**config.mk**
```make
export PLATFORM = sky130hd
export DESIGN_NAME = priority_schedule_wait_times_top
export DESIGN_NICKNAME = d
export VERILOG_FILES = /design/src/hw/rtl/pswt_pkg.sv /design/src/hw/rtl/pswt_ram.sv /design/src/hw/rtl/pswt_div.sv /design/src/hw/rtl/priority_schedule_wait_times_top.sv
export SDC_FILE = /design/constraint.sdc
export NUM_CORES = 1
export LEC_CHECK = 0
export BUFFER_PORTS_ARGS = -buffer_cell sky130_fd_sc_hd__buf_2
export CAP_MARGIN = 10
export CELL_PAD_IN_SITES_DETAIL_PLACEMENT = 0
export CELL_PAD_IN_SITES_GLOBAL_PLACEMENT = 1
export CORE_MARGIN = 5
export CORE_UTILIZATION = 56
export DETAILED_ROUTE_END_ITERATION = 8
export GPL_TIMING_DRIVEN = 1
export PLACE_DENSITY = 0.95
export SETUP_SLACK_MARGIN = 0.2
export SLEW_MARGIN = 10
export SYNTH_ARGS = -nofsm -noshare
export SYNTH_HDL_FRONTEND = slang
export SYNTH_SLANG_ARGS = --single-unit
```
**constraint.sdc**
```tcl
create_clock -name i_clk -period 9.91 [get_ports i_clk]
set_clock_uncertainty 0.05 [all_clocks]
set_input_delay 0.991 -clock i_clk [delete_from_list [all_inputs] [get_ports i_clk]]
set_output_delay 0.991 -clock i_clk [all_outputs]
set_load 0.02 [all_outputs]
```
**src/hw/rtl/pswt_pkg.sv**
```systemverilog
package pswt_pkg;

    // Capacity of the process store by default.
    localparam int DEF_MAX_PROCESSES = 16;

    // Field widths of a request and of a result.
    localparam int BURST_W = 16;
    localparam int PRIO_W  = 8;
    localparam int NUM_W   = 7;
    localparam int TIME_W  = 22;
    localparam int AVG_W   = 30;
    localparam int FRAC_W  = 8;

    // One stored process: arrival number, priority and burst.
    typedef struct packed {
        logic [NUM_W-1:0]   num;
        logic [PRIO_W-1:0]  prio;
        logic [BURST_W-1:0] burst;
    } t_entry;

endpackage

```
**src/hw/rtl/pswt_ram.sv**
```systemverilog
module pswt_ram #(
    parameter int WIDTH = 8,
    parameter int DEPTH = 16
) (
    input  logic                                     i_clk,
    input  logic                                     i_we,
    input  logic [$clog2((DEPTH > 1) ? DEPTH : 2)-1:0] i_waddr,
    input  logic [WIDTH-1:0]                         i_wdata,
    input  logic [$clog2((DEPTH > 1) ? DEPTH : 2)-1:0] i_raddr,
    output logic [WIDTH-1:0]                         o_rdata
);
    logic [WIDTH-1:0] r_mem [DEPTH];
    logic [WIDTH-1:0] r_rdata;

    // One write port and one registered read port.
    always_ff @(posedge i_clk) begin
        if (i_we) begin
            r_mem[i_waddr] <= i_wdata;
        end
        r_rdata <= r_mem[i_raddr];
    end

    assign o_rdata = r_rdata;

endmodule

```
**src/hw/rtl/pswt_div.sv**
```systemverilog
module pswt_div #(
    parameter int DVD_W = 38,
    parameter int DVS_W = 5
) (
    input  logic             i_clk,
    input  logic             i_rst_n,
    input  logic             i_start,
    input  logic [DVD_W-1:0] i_dividend,
    input  logic [DVS_W-1:0] i_divisor,
    output logic             o_done,
    output logic [DVD_W-1:0] o_quotient
);
    localparam int CW = $clog2(DVD_W + 1);

    logic             r_run;
    logic             r_done;
    logic [CW-1:0]    r_cnt;
    logic [DVS_W-1:0] r_rem;
    logic [DVD_W-1:0] r_quo;

    logic [DVS_W:0]   w_sh;
    logic [DVS_W:0]   w_diff;
    logic             w_ge;

    // One restoring step: bring down the next dividend bit and try the divisor.
    always_comb begin
        w_sh   = {r_rem, r_quo[DVD_W-1]};
        w_ge   = (w_sh >= {1'b0, i_divisor});
        w_diff = w_sh - {1'b0, i_divisor};
    end

    // Sequencing of the bit steps; the divisor is held steady by the caller.
    always_ff @(posedge i_clk) begin
        if (!i_rst_n) begin
            r_run  <= 1'b0;
            r_done <= 1'b0;
            r_cnt  <= '0;
        end else begin
            r_done <= 1'b0;
            if (i_start) begin
                r_run <= 1'b1;
                r_cnt <= CW'(DVD_W);
            end else if (r_run) begin
                r_cnt <= r_cnt - CW'(1);
                if (r_cnt == CW'(1)) begin
                    r_run  <= 1'b0;
                    r_done <= 1'b1;
                end
            end
        end
    end

    // Partial remainder and quotient shift register.
    always_ff @(posedge i_clk) begin
        if (i_start) begin
            r_rem <= '0;
            r_quo <= i_dividend;
        end else if (r_run) begin
            r_rem <= w_ge ? w_diff[DVS_W-1:0] : w_sh[DVS_W-1:0];
            r_quo <= {r_quo[DVD_W-2:0], w_ge};
        end
    end

    assign o_done     = r_done;
    assign o_quotient = r_quo;

endmodule

```
**src/hw/rtl/priority_schedule_wait_times_top.sv**
```systemverilog
// Non-preemptive priority scheduler. Processes are loaded one request per
// cycle while busy is low; each is numbered from 1 in arrival order, and
// arrivals beyond MAX_PROCESSES are dropped and flagged. The request with
// closes_batch set raises busy, and the batch of n held processes is then
// ordered by falling priority with an exchange sort that walks one RAM port.
// Results follow, one per cycle, for the first n-1 processes; the last
// result waits for two averages from a shared bit-serial divider. The
// running totals are 30 bits wide at the largest capacity, 26 at the default.
// Each result is on the ports for one cycle, marked by o_strobe, and must be
// taken then: the receiver cannot stall. busy falls after the final result.
module priority_schedule_wait_times_top #(
    parameter int MAX_PROCESSES = pswt_pkg::DEF_MAX_PROCESSES
) (
    input  logic                          i_clk,
    input  logic                          i_rst_n,
    input  logic                          start,
    output logic                          busy,
    input  logic [pswt_pkg::BURST_W-1:0]  i_burst_length,
    input  logic [pswt_pkg::PRIO_W-1:0]   i_priority_level,
    input  logic                          i_closes_batch,
    output logic                          o_strobe,
    output logic [pswt_pkg::NUM_W-1:0]    o_process_number,
    output logic [pswt_pkg::BURST_W-1:0]  o_burst_echo,
    output logic [pswt_pkg::PRIO_W-1:0]   o_priority_echo,
    output logic [pswt_pkg::TIME_W-1:0]   o_wait_time,
    output logic [pswt_pkg::TIME_W-1:0]   o_turnaround,
    output logic [pswt_pkg::AVG_W-1:0]    o_average_wait,
    output logic [pswt_pkg::AVG_W-1:0]    o_average_turnaround,
    output logic                          o_dropped_some,
    output logic                          o_final_result
);
    localparam int AW     = (MAX_PROCESSES > 1) ? $clog2(MAX_PROCESSES) : 1;
    localparam int CNT_W  = $clog2(MAX_PROCESSES + 1);
    localparam int WAIT_W = pswt_pkg::BURST_W + CNT_W;
    localparam int TOT_W  = WAIT_W + CNT_W;
    localparam int DVD_W  = TOT_W + pswt_pkg::FRAC_W;
    localparam int ENT_W  = $bits(pswt_pkg::t_entry);

    localparam logic [3:0] S_IDLE    = 4'd0;
    localparam logic [3:0] S_LOAD_I  = 4'd1;
    localparam logic [3:0] S_TAKE_I  = 4'd2;
    localparam logic [3:0] S_CMP     = 4'd3;
    localparam logic [3:0] S_PUT_I   = 4'd4;
    localparam logic [3:0] S_EM_RD   = 4'd5;
    localparam logic [3:0] S_EM_OUT  = 4'd6;
    localparam logic [3:0] S_DIVW_GO = 4'd7;
    localparam logic [3:0] S_DIVW    = 4'd8;
    localparam logic [3:0] S_DIVT_GO = 4'd9;
    localparam logic [3:0] S_DIVT    = 4'd10;
    localparam logic [3:0] S_FINAL   = 4'd11;

    logic [3:0]        r_state, n_state;
    logic [CNT_W-1:0]  r_count, n_count;
    logic              r_overflow, n_overflow;
    logic [CNT_W-1:0]  r_i, n_i;
    logic [CNT_W-1:0]  r_j, n_j;
    logic [CNT_W-1:0]  r_k, n_k;
    pswt_pkg::t_entry  r_hold, n_hold;
    logic [WAIT_W-1:0] r_wait, n_wait;
    logic [TOT_W-1:0]  r_tot_w, n_tot_w;
    logic [TOT_W-1:0]  r_tot_t, n_tot_t;
    logic [DVD_W-1:0]  r_avg_w, n_avg_w;

    logic              w_accept;
    logic              w_we;
    logic [AW-1:0]     w_waddr;
    pswt_pkg::t_entry  w_wdata;
    logic [AW-1:0]     w_raddr;
    logic [ENT_W-1:0]  w_rdata_raw;
    pswt_pkg::t_entry  w_rdata;
    pswt_pkg::t_entry  w_sel;
    logic [CNT_W-1:0]  w_last_idx;
    logic [CNT_W-1:0]  w_j_inc;
    logic [CNT_W-1:0]  w_k_inc;
    logic [WAIT_W-1:0] w_turn;
    logic [WAIT_W-1:0] w_sel_turn;
    logic              w_em_last;
    logic              w_div_start;
    logic [DVD_W-1:0]  w_div_dvd;
    logic              w_div_done;
    logic [DVD_W-1:0]  w_div_quo;

    assign w_accept   = start && !busy;
    assign w_rdata    = pswt_pkg::t_entry'(w_rdata_raw);
    assign w_last_idx = r_count - CNT_W'(1);
    assign w_j_inc    = r_j + CNT_W'(1);
    assign w_k_inc    = r_k + CNT_W'(1);
    assign w_turn     = r_wait + WAIT_W'(w_rdata.burst);
    assign w_em_last  = (r_k == w_last_idx);

    // Process store, one entry per slot.
    pswt_ram #(
        .WIDTH (ENT_W),
        .DEPTH (MAX_PROCESSES)
    ) u_store (
        .i_clk   (i_clk),
        .i_we    (w_we),
        .i_waddr (w_waddr),
        .i_wdata (w_wdata),
        .i_raddr (w_raddr),
        .o_rdata (w_rdata_raw)
    );

    // Shared divider for both averages; the divisor is the batch size.
    pswt_div #(
        .DVD_W (DVD_W),
        .DVS_W (CNT_W)
    ) u_div (
        .i_clk      (i_clk),
        .i_rst_n    (i_rst_n),
        .i_start    (w_div_start),
        .i_dividend (w_div_dvd),
        .i_divisor  (r_count),
        .o_done     (w_div_done),
        .o_quotient (w_div_quo)
    );

    // Sequencer: loading, exchange sort, emission and the two divisions.
    always_comb begin
        n_state     = r_state;
        n_count     = r_count;
        n_overflow  = r_overflow;
        n_i         = r_i;
        n_j         = r_j;
        n_k         = r_k;
        n_hold      = r_hold;
        n_wait      = r_wait;
        n_tot_w     = r_tot_w;
        n_tot_t     = r_tot_t;
        n_avg_w     = r_avg_w;
        w_we        = 1'b0;
        w_waddr     = r_count[AW-1:0];
        w_wdata     = r_hold;
        w_raddr     = r_i[AW-1:0];
        w_div_start = 1'b0;
        w_div_dvd   = {r_tot_w, pswt_pkg::FRAC_W'(0)};

        unique case (r_state)
            S_IDLE: begin
                if (w_accept) begin
                    if (r_count < CNT_W'(MAX_PROCESSES)) begin
                        w_we          = 1'b1;
                        w_waddr       = r_count[AW-1:0];
                        w_wdata.num   = pswt_pkg::NUM_W'(r_count + CNT_W'(1));
                        w_wdata.prio  = i_priority_level;
                        w_wdata.burst = i_burst_length;
                        n_count       = r_count + CNT_W'(1);
                    end else begin
                        n_overflow = 1'b1;
                    end
                    if (i_closes_batch) begin
                        n_i     = '0;
                        n_state = (n_count < CNT_W'(2)) ? S_EM_RD : S_LOAD_I;
                    end
                end
            end
            S_LOAD_I: begin
                w_raddr = r_i[AW-1:0];
                n_j     = r_i + CNT_W'(1);
                n_state = S_TAKE_I;
            end
            S_TAKE_I: begin
                w_raddr = r_j[AW-1:0];
                n_hold  = w_rdata;
                n_state = S_CMP;
            end
            S_CMP: begin
                // Slot i lives in r_hold; swap it with slot j on a higher priority.
                w_raddr = w_j_inc[AW-1:0];
                if (r_hold.prio < w_rdata.prio) begin
                    w_we    = 1'b1;
                    w_waddr = r_j[AW-1:0];
                    w_wdata = r_hold;
                    n_hold  = w_rdata;
                end
                if (r_j == w_last_idx) begin
                    n_state = S_PUT_I;
                end else begin
                    n_j = w_j_inc;
                end
            end
            S_PUT_I: begin
                w_we    = 1'b1;
                w_waddr = r_i[AW-1:0];
                w_wdata = r_hold;
                if (r_i + CNT_W'(2) == r_count) begin
                    n_state = S_EM_RD;
                end else begin
                    n_i     = r_i + CNT_W'(1);
                    n_state = S_LOAD_I;
                end
            end
            S_EM_RD: begin
                w_raddr = '0;
                n_k     = '0;
                n_wait  = '0;
                n_tot_w = '0;
                n_tot_t = '0;
                n_state = S_EM_OUT;
            end
            S_EM_OUT: begin
                w_raddr = w_k_inc[AW-1:0];
                n_tot_w = r_tot_w + TOT_W'(r_wait);
                n_tot_t = r_tot_t + TOT_W'(w_turn);
                if (w_em_last) begin
                    n_hold  = w_rdata;
                    n_state = S_DIVW_GO;
                end else begin
                    n_wait = w_turn;
                    n_k    = w_k_inc;
                end
            end
            S_DIVW_GO: begin
                w_div_start = 1'b1;
                w_div_dvd   = {r_tot_w, pswt_pkg::FRAC_W'(0)};
                n_state     = S_DIVW;
            end
            S_DIVW: begin
                if (w_div_done) begin
                    n_avg_w = w_div_quo;
                    n_state = S_DIVT_GO;
                end
            end
            S_DIVT_GO: begin
                w_div_start = 1'b1;
                w_div_dvd   = {r_tot_t, pswt_pkg::FRAC_W'(0)};
                n_state     = S_DIVT;
            end
            S_DIVT: begin
                if (w_div_done) begin
                    n_state = S_FINAL;
                end
            end
            S_FINAL: begin
                n_count    = '0;
                n_overflow = 1'b0;
                n_state    = S_IDLE;
            end
            default: begin
                n_state = S_IDLE;
            end
        endcase
    end

    // Control registers.
    always_ff @(posedge i_clk) begin
        if (!i_rst_n) begin
            r_state    <= S_IDLE;
            r_count    <= '0;
            r_overflow <= 1'b0;
        end else begin
            r_state    <= n_state;
            r_count    <= n_count;
            r_overflow <= n_overflow;
        end
    end

    // Working registers of the sort and emission.
    always_ff @(posedge i_clk) begin
        r_i     <= n_i;
        r_j     <= n_j;
        r_k     <= n_k;
        r_hold  <= n_hold;
        r_wait  <= n_wait;
        r_tot_w <= n_tot_w;
        r_tot_t <= n_tot_t;
        r_avg_w <= n_avg_w;
    end

    // Result ports: straight from the store while streaming, from r_hold at the end.
    always_comb begin
        w_sel      = (r_state == S_FINAL) ? r_hold : w_rdata;
        w_sel_turn = r_wait + WAIT_W'(w_sel.burst);
    end

    assign busy                 = (r_state != S_IDLE);
    assign o_strobe             = ((r_state == S_EM_OUT) && !w_em_last) ||
                                  (r_state == S_FINAL);
    assign o_process_number     = w_sel.num;
    assign o_burst_echo         = w_sel.burst;
    assign o_priority_echo      = w_sel.prio;
    assign o_wait_time          = pswt_pkg::TIME_W'(r_wait);
    assign o_turnaround         = pswt_pkg::TIME_W'(w_sel_turn);
    assign o_average_wait       = (r_state == S_FINAL) ?
                                  pswt_pkg::AVG_W'(r_avg_w) : '0;
    assign o_average_turnaround = (r_state == S_FINAL) ?
                                  pswt_pkg::AVG_W'(w_div_quo) : '0;
    assign o_dropped_some       = r_overflow;
    assign o_final_result       = (r_state == S_FINAL);

`ifndef SYNTHESIS
    // Results appear only while a batch is being scheduled.
    a_strobe_busy: assert property (@(posedge i_clk) disable iff (!i_rst_n)
        o_strobe |-> busy)
        else $error("result strobe while idle");

    // A request that does not close the batch leaves the block ready.
    a_load_ready: assert property (@(posedge i_clk) disable iff (!i_rst_n)
        (start && !busy && !i_closes_batch) |=> !busy)
        else $error("busy after a loading request");

    // The final result ends the batch.
    a_final_idle: assert property (@(posedge i_clk) disable iff (!i_rst_n)
        (o_strobe && o_final_result) |=> (!busy && r_count == '0 && !r_overflow))
        else $error("batch state not cleared after final result");

    // The store never holds more than its capacity.
    a_count_cap: assert property (@(posedge i_clk) disable iff (!i_rst_n)
        r_count <= CNT_W'(MAX_PROCESSES))
        else $error("process count beyond capacity");
`endif

endmodule

```
== Yosys cells after proc, flatten, opt, wreduce, memory -nomap -nowiden ==
Memories as Yosys holds them, arrays and structs flattened. A register that Yosys moved wholly into a read port is not among the register bits.
Index checks and enable logic that the tools add are counted.
Widths: inputs -> output; s select.
Word-level totals
  logic and storage cells: 147
  memories kept: 1
  output and inout port bits: 139
  register bits after elaboration: 206
  input bits: 28
  memory bits (writable): 496
Cells by class
  reduce and logical (&&, ||, !) cells: 24
  add/subtract/negate cells: 13
  bitwise operators: 2
  magnitude comparators: 4
  equality and inequality tests: 26
  muxes and demuxes: 58
Memory list
  u_store.r_mem: depth 16, bits a word 31, rd ports 1, clocked after Yosys merged registers in 1, wr ports 1, RTL line pswt_ram.sv:12  | logic [WIDTH-1:0] r_mem [DEPTH];
Operators with widths (count)
  $mux 31: 6
  $pmux 26 s2: 2
  $mux 34: 3
  $pmux 31 s3: 1
  $mux 30: 2
  $add 26x21->26: 2
  $mux 5: 10
  $pmux 4 s11: 1
  $add 21x16->21: 2
  $pmux 21 s2: 1
  $pmux 5 s2: 4
  $mux 4: 7
  $mux 21: 1
  $add 5x1->5 const B: 4
  $ne 2x2->1 const B: 9
  $eq 4x3->1 const B: 4
  $eq 4x4->1 const B: 4
  $pmux 4 s4: 1
  $eq 5x5->1: 3
  $mux 1: 12
  $mux 6: 2
  $reduce_bool 2->1: 5
  $eq 4x2->1 const B: 2
  $lt 8x8->1: 1
  28 further kinds: 38

== Logic depth before layout (Yosys ltp) ==
  depth after elaboration: 10
  gate-level depth with buffers: 19
  gate-level depth less buffers: 18

== Modules after synthesis ==
A second synthesis with hierarchy kept.
Unflattened totals
  cell total of the unflattened synthesis: 2254
  area, all modules: 33444.6 µm²
Modules (own cells, without submodules)
  pswt_ram: instances 1, area an instance 19248.5 µm², sequential area each 15514.9 µm², cells each 812
  priority_schedule_wait_times_top: instances 1, area an instance 11996.5 µm², sequential area each 4674.5 µm², cells each 1276
  pswt_div: instances 1, area an instance 2199.6 µm², sequential area each 1281.2 µm², cells each 166

== Least setup slack after synthesis ==
No wires, ideal clock.
  kind: flip-flop to flip-flop
  start: register r_hold[17] (netlist name)
  end: memory u_store.r_mem[0][0] (netlist name) (enable)
  arrival: 4.936 ns
  required time: 9.363 ns
  path slack: 4.427 ns
  path buffers: 0
  cell stages (with the launch flop): 8
  setup time: 0.497 ns
  clock period less this slack: 5.483 ns
  cells stage by stage: edfxtp_1 ha_1 a21o_1 a21o_1 a211oi_1 nor4_1 a211o_1 nor4_1
On the way
  word-level cells in the longest chain between the ends: 5
  elaborated cells between the ends (all ways): 7
  classes of those cells: order compare (1); mux (6)
Ends and longest elaborated chain
  from (decl): RTL line priority_schedule_wait_times_top.sv:58  | pswt_pkg::t_entry r_hold, n_hold;
  from (signal assigned): RTL line priority_schedule_wait_times_top.sv:263  | r_hold <= n_hold;
  $lt 8x8->1 (*): RTL line priority_schedule_wait_times_top.sv:170  | if (r_hold.prio < w_rdata.prio) begin
  $mux 1: RTL line priority_schedule_wait_times_top.sv:170
  $pmux 1 s3: RTL line priority_schedule_wait_times_top.sv:138  | unique case (r_state)
  $mux 1: RTL line pswt_ram.sv:17  | if (i_we) begin
  $mux 1 (not written as such): RTL line pswt_ram.sv:18  | r_mem[i_waddr] <= i_wdata;
  to (decl): RTL line pswt_ram.sv:12
Every way passes the cells marked *; elsewhere a longest branch is shown, timed or not.

== Worst setup path after layout ==
  start: register r_state[3]
  end: output o_turnaround[16] (netlist name)
On the way
  word-level cells in the longest chain between the ends: 3
Ends and longest elaborated chain
  from (decl): RTL line priority_schedule_wait_times_top.sv:52  | logic [3:0] r_state, n_state;
  from (signal assigned): RTL line priority_schedule_wait_times_top.sv:252  | r_state <= n_state;
  $eq 4x4->1: RTL line priority_schedule_wait_times_top.sv:272  | w_sel = (r_state == S_FINAL) ? r_hold : w_rdata;
  $mux 31: RTL line priority_schedule_wait_times_top.sv:272
  $add 21x16->21: RTL line priority_schedule_wait_times_top.sv:273  | w_sel_turn = r_wait + WAIT_W'(w_sel.burst);
  to (decl): RTL line priority_schedule_wait_times_top.sv:26  | output logic [pswt_pkg::TIME_W-1:0] o_turnaround,
No other way between the ends.

==> metrics.yaml <==
antenna_found_initial: 2
cts.path.max_buffers: 3
syn_inst: 2616
clk_pin_slew_worst_paths_ps: 60
ys_seq_elements: 733
core-area_mm2: 0.0626
status: "finished, final reports clean"
track_usage_pct: 24.3
drv_cap: 0
cpLargestDelayFamily: "simple AND/OR/NAND/NOR gates"
viasPerCell: 6.05
fmax_ghz: 0.140
cts_sinks: 733
grt_setup_unrepaired: "no"
power_density_mw_per_mm2: 323
ys_seq_area_share_pct: 61.0
gp_congestion: 0.909
grt_max_degree: 65
vias: 22300
area_delta_synth_final_pct: 11.5
drtIter0Drc: 1905
dp.cells: 3544
dr.pass1.iters: 5
path_max_fanout: 62
layout_common_cells: "679 x edfxtp_1, 503 x mux2i_1, 245 x nand2_1, 164 x buf_2, 113 x nor2_1"
row_count: 92
finalCritPeriodShare_pct: 72.2
worstSetupPathType: "flop to output pin"
cts_hold_buf: 0
layout-drive-gt1-share_pct: 13.2
die_h_um: 261
critPathBufInv: 4
grt_pass1_wl_mm: 128
die_area_mm2: 0.0680
antenna-diode-count: 0
place_hpwl_mm: 53.1
cp-start-kind: "flop"
first_global_vias: 21800
synth_cell_types: 86
start_util_pct: 56.2
p_leak_nw: 15.2
syn_avg_cell_area_um2: 13.5
critical_path_required_ps: 8870
synthFlopType: "edfxtp_1"
max_slew.worst_pin.slew_ps: 1190
route.detailed.drc: 0
overflow: 0
async_flop_share_pct: 0
irDropWorstVdd_uv: 214
crit_arrival_ps: 6120
crit_slowest_cell: "nor2b_4"
fin_tns_setup_ps: 0
io_pins: 167
synth_edf_count: 679
hp-class: "flop to flop"
fin_cells: 3685
io_buffers: 164
routedWlPerCell_um: 23.1
die_w_um: 261
finalHoldViolCount: 0
syn_area_mm2: 0.0352
postRouteAntennaNets: 0
cts_tree: "done"
final_common_cell: "edfxtp_1"
layout.nets: 2905
slew_violations: 0
yosysWarnings: 0
max-slew-margin-rel_pct: 19.7
postCtsResizedCells: 0
cp_cell_sequence: "nor2b_4 -> nand2_1 -> buf_4 -> inv_2 -> nand2_1 -> nand2_1 -> ha_1 -> inv_1 -> fa_1 -> nor2b_1 -> o31a_1 -> o221ai_1 -> a21o_1 -> a31oi_1 -> a311oi_1 -> xnor2_1 -> buf_2"
path_common_cell: "nand2_1"
post_cts_buffers: 0
cts_buffers: 77
stdcell_area_mm2: 0.0393
final.min_clock_period_ps: 7160
routed_wl_mm: 85.1
cp-end-kind: "output pin"
postPlaceCellArea_mm2: 0.0368
insertion_delay_ps: 620
finalSetupViolations: 0
slowest_delay_ps: 940
htree_num_levels: 3
cts-root-buf: "clkbuf_16"
[where the power goes]
| part | internal [mW] | total [mW] | switching (mW) |
|---|---|---|---|
| clock network | 1.57 | 2.77 | 1.20 |
| logic | 2.07 | 5.45 | 3.38 |
| registers | 4.16 | 4.44 | 0.277 |
[metal layers]
| metal | global-route usage [%] | up-vias | part of all wire, % |
|---|---|---|---|
| met2 | 40.4 | 968 | 48 |
| met5 | 0 | - | 0.015 |
| met4 | 7.81 | 2 | 2.9 |
| li1 | - | 10200 | - |
| met3 | 3.64 | 176 | 8.0 |
| met1 | 33.1 | 11000 | 41 |
[registers in the layout, indices dropped and copies added (netlist names), 21 cells and up]
signal,count
r_hold,31
r_tot_w,26
r_wait,21
u_store.o_rdata,31
u_div.o_quotient,34
u_store.r_mem,496
r_tot_t,26
r_avg_w,30
[cells in the mapped netlist (9+ instances only)]
master / count / area [um2]
o21ai_0: 87 / 435
nor2b_1: 18 / 113
nor4_1: 25 / 156
a21boi_0: 9 / 67.6
nor2_1: 115 / 432
nand3_1: 26 / 130
a21oi_1: 72 / 360
a211oi_1: 24 / 180
nor3_1: 27 / 135
xor2_1: 35 / 307
nand2b_1: 14 / 87.6
edfxtp_1: 679 / 20400
a31oi_1: 12 / 75.1
dfxtp_1: 54 / 1080
mux2i_1: 503 / 5030
and3_1: 80 / 500
buf_2: 33 / 165
clkbuf_1: 53 / 199
and2_1: 31 / 194
o21a_1: 28 / 210
nand4_1: 11 / 68.8
buf_4: 13 / 97.6
a21o_1: 37 / 278
buf_6: 15 / 169
inv_1: 49 / 184
xnor2_1: 66 / 578
buf_8: 11 / 165
ha_1: 95 / 1190
nand2_1: 247 / 927
o21bai_1: 10 / 75.1
or3_1: 12 / 75.1
[worst register-to-register path, delay by kind of cell (launching register included)]
kind                   cells  cell delay [ps]
buffers and inverters      2             1660
multiplexers               4              770
AO/OA/AOI/OAI              2             1050
flip-flops                 1              800
AND/OR/NAND/NOR            1              650
[per-stage QoR]
step / util [%] / setup WS, ps / power [mW] / hold WS [ps]
after floorplan: - / 4430 / 8.54 / 358
final: 62.7 / 2750 / 12.7 / 376
after detailed placement: 58.8 / 3560 / 9.85 / 369
after global placement: 58.8 / 3750 / 9.66 / 360
after global routing: 62.7 / 2260 / 13.3 / 382
after CTS: 62.7 / 2850 / 12.7 / 374
[cell type report]
cell class	count	area, um2
multi-input combinational	1704	12900
tap	846	1060
clock buffer	102	2100
inverter	49	184
sequential	733	21500
timing repair buffer	212	1180
clock inverter	39	338
fill	4601	23400
[path summary, 6_finish.rpt]
path / start / endpoint / slack (ps) / cells past startpoint
setup / recovery: r_state[3] / o_turnaround[16] / 2750 / 17
hold / removal: u_store.o_rdata[24] / r_hold[24] / 380 / 0
setup reg to reg: r_state[0] / u_store.o_rdata[30] / 4790 / 9
hold reg to reg: u_store.o_rdata[24] / r_hold[24] / 380 / 0
[logic make-up (layout without fill, tap and decap cells)]
family                   count (synthesis)  count (layout)  share of synthesized area [%]
AND/OR/NAND/NOR                        641             641                           8.85
adder cells (fa/ha/maj)                100             100                           3.66
XOR/XNOR                               101             101                           2.51
AO/OA/AOI/OAI                          357             357                           6.80
flip-flops                             733             733                           61.0
buffers and inverters                  180             402                           2.85
other                                    1               2                         0.0107
multiplexers                           503             503                           14.3
No activity file was read; power rests on OpenSTA's default activity.
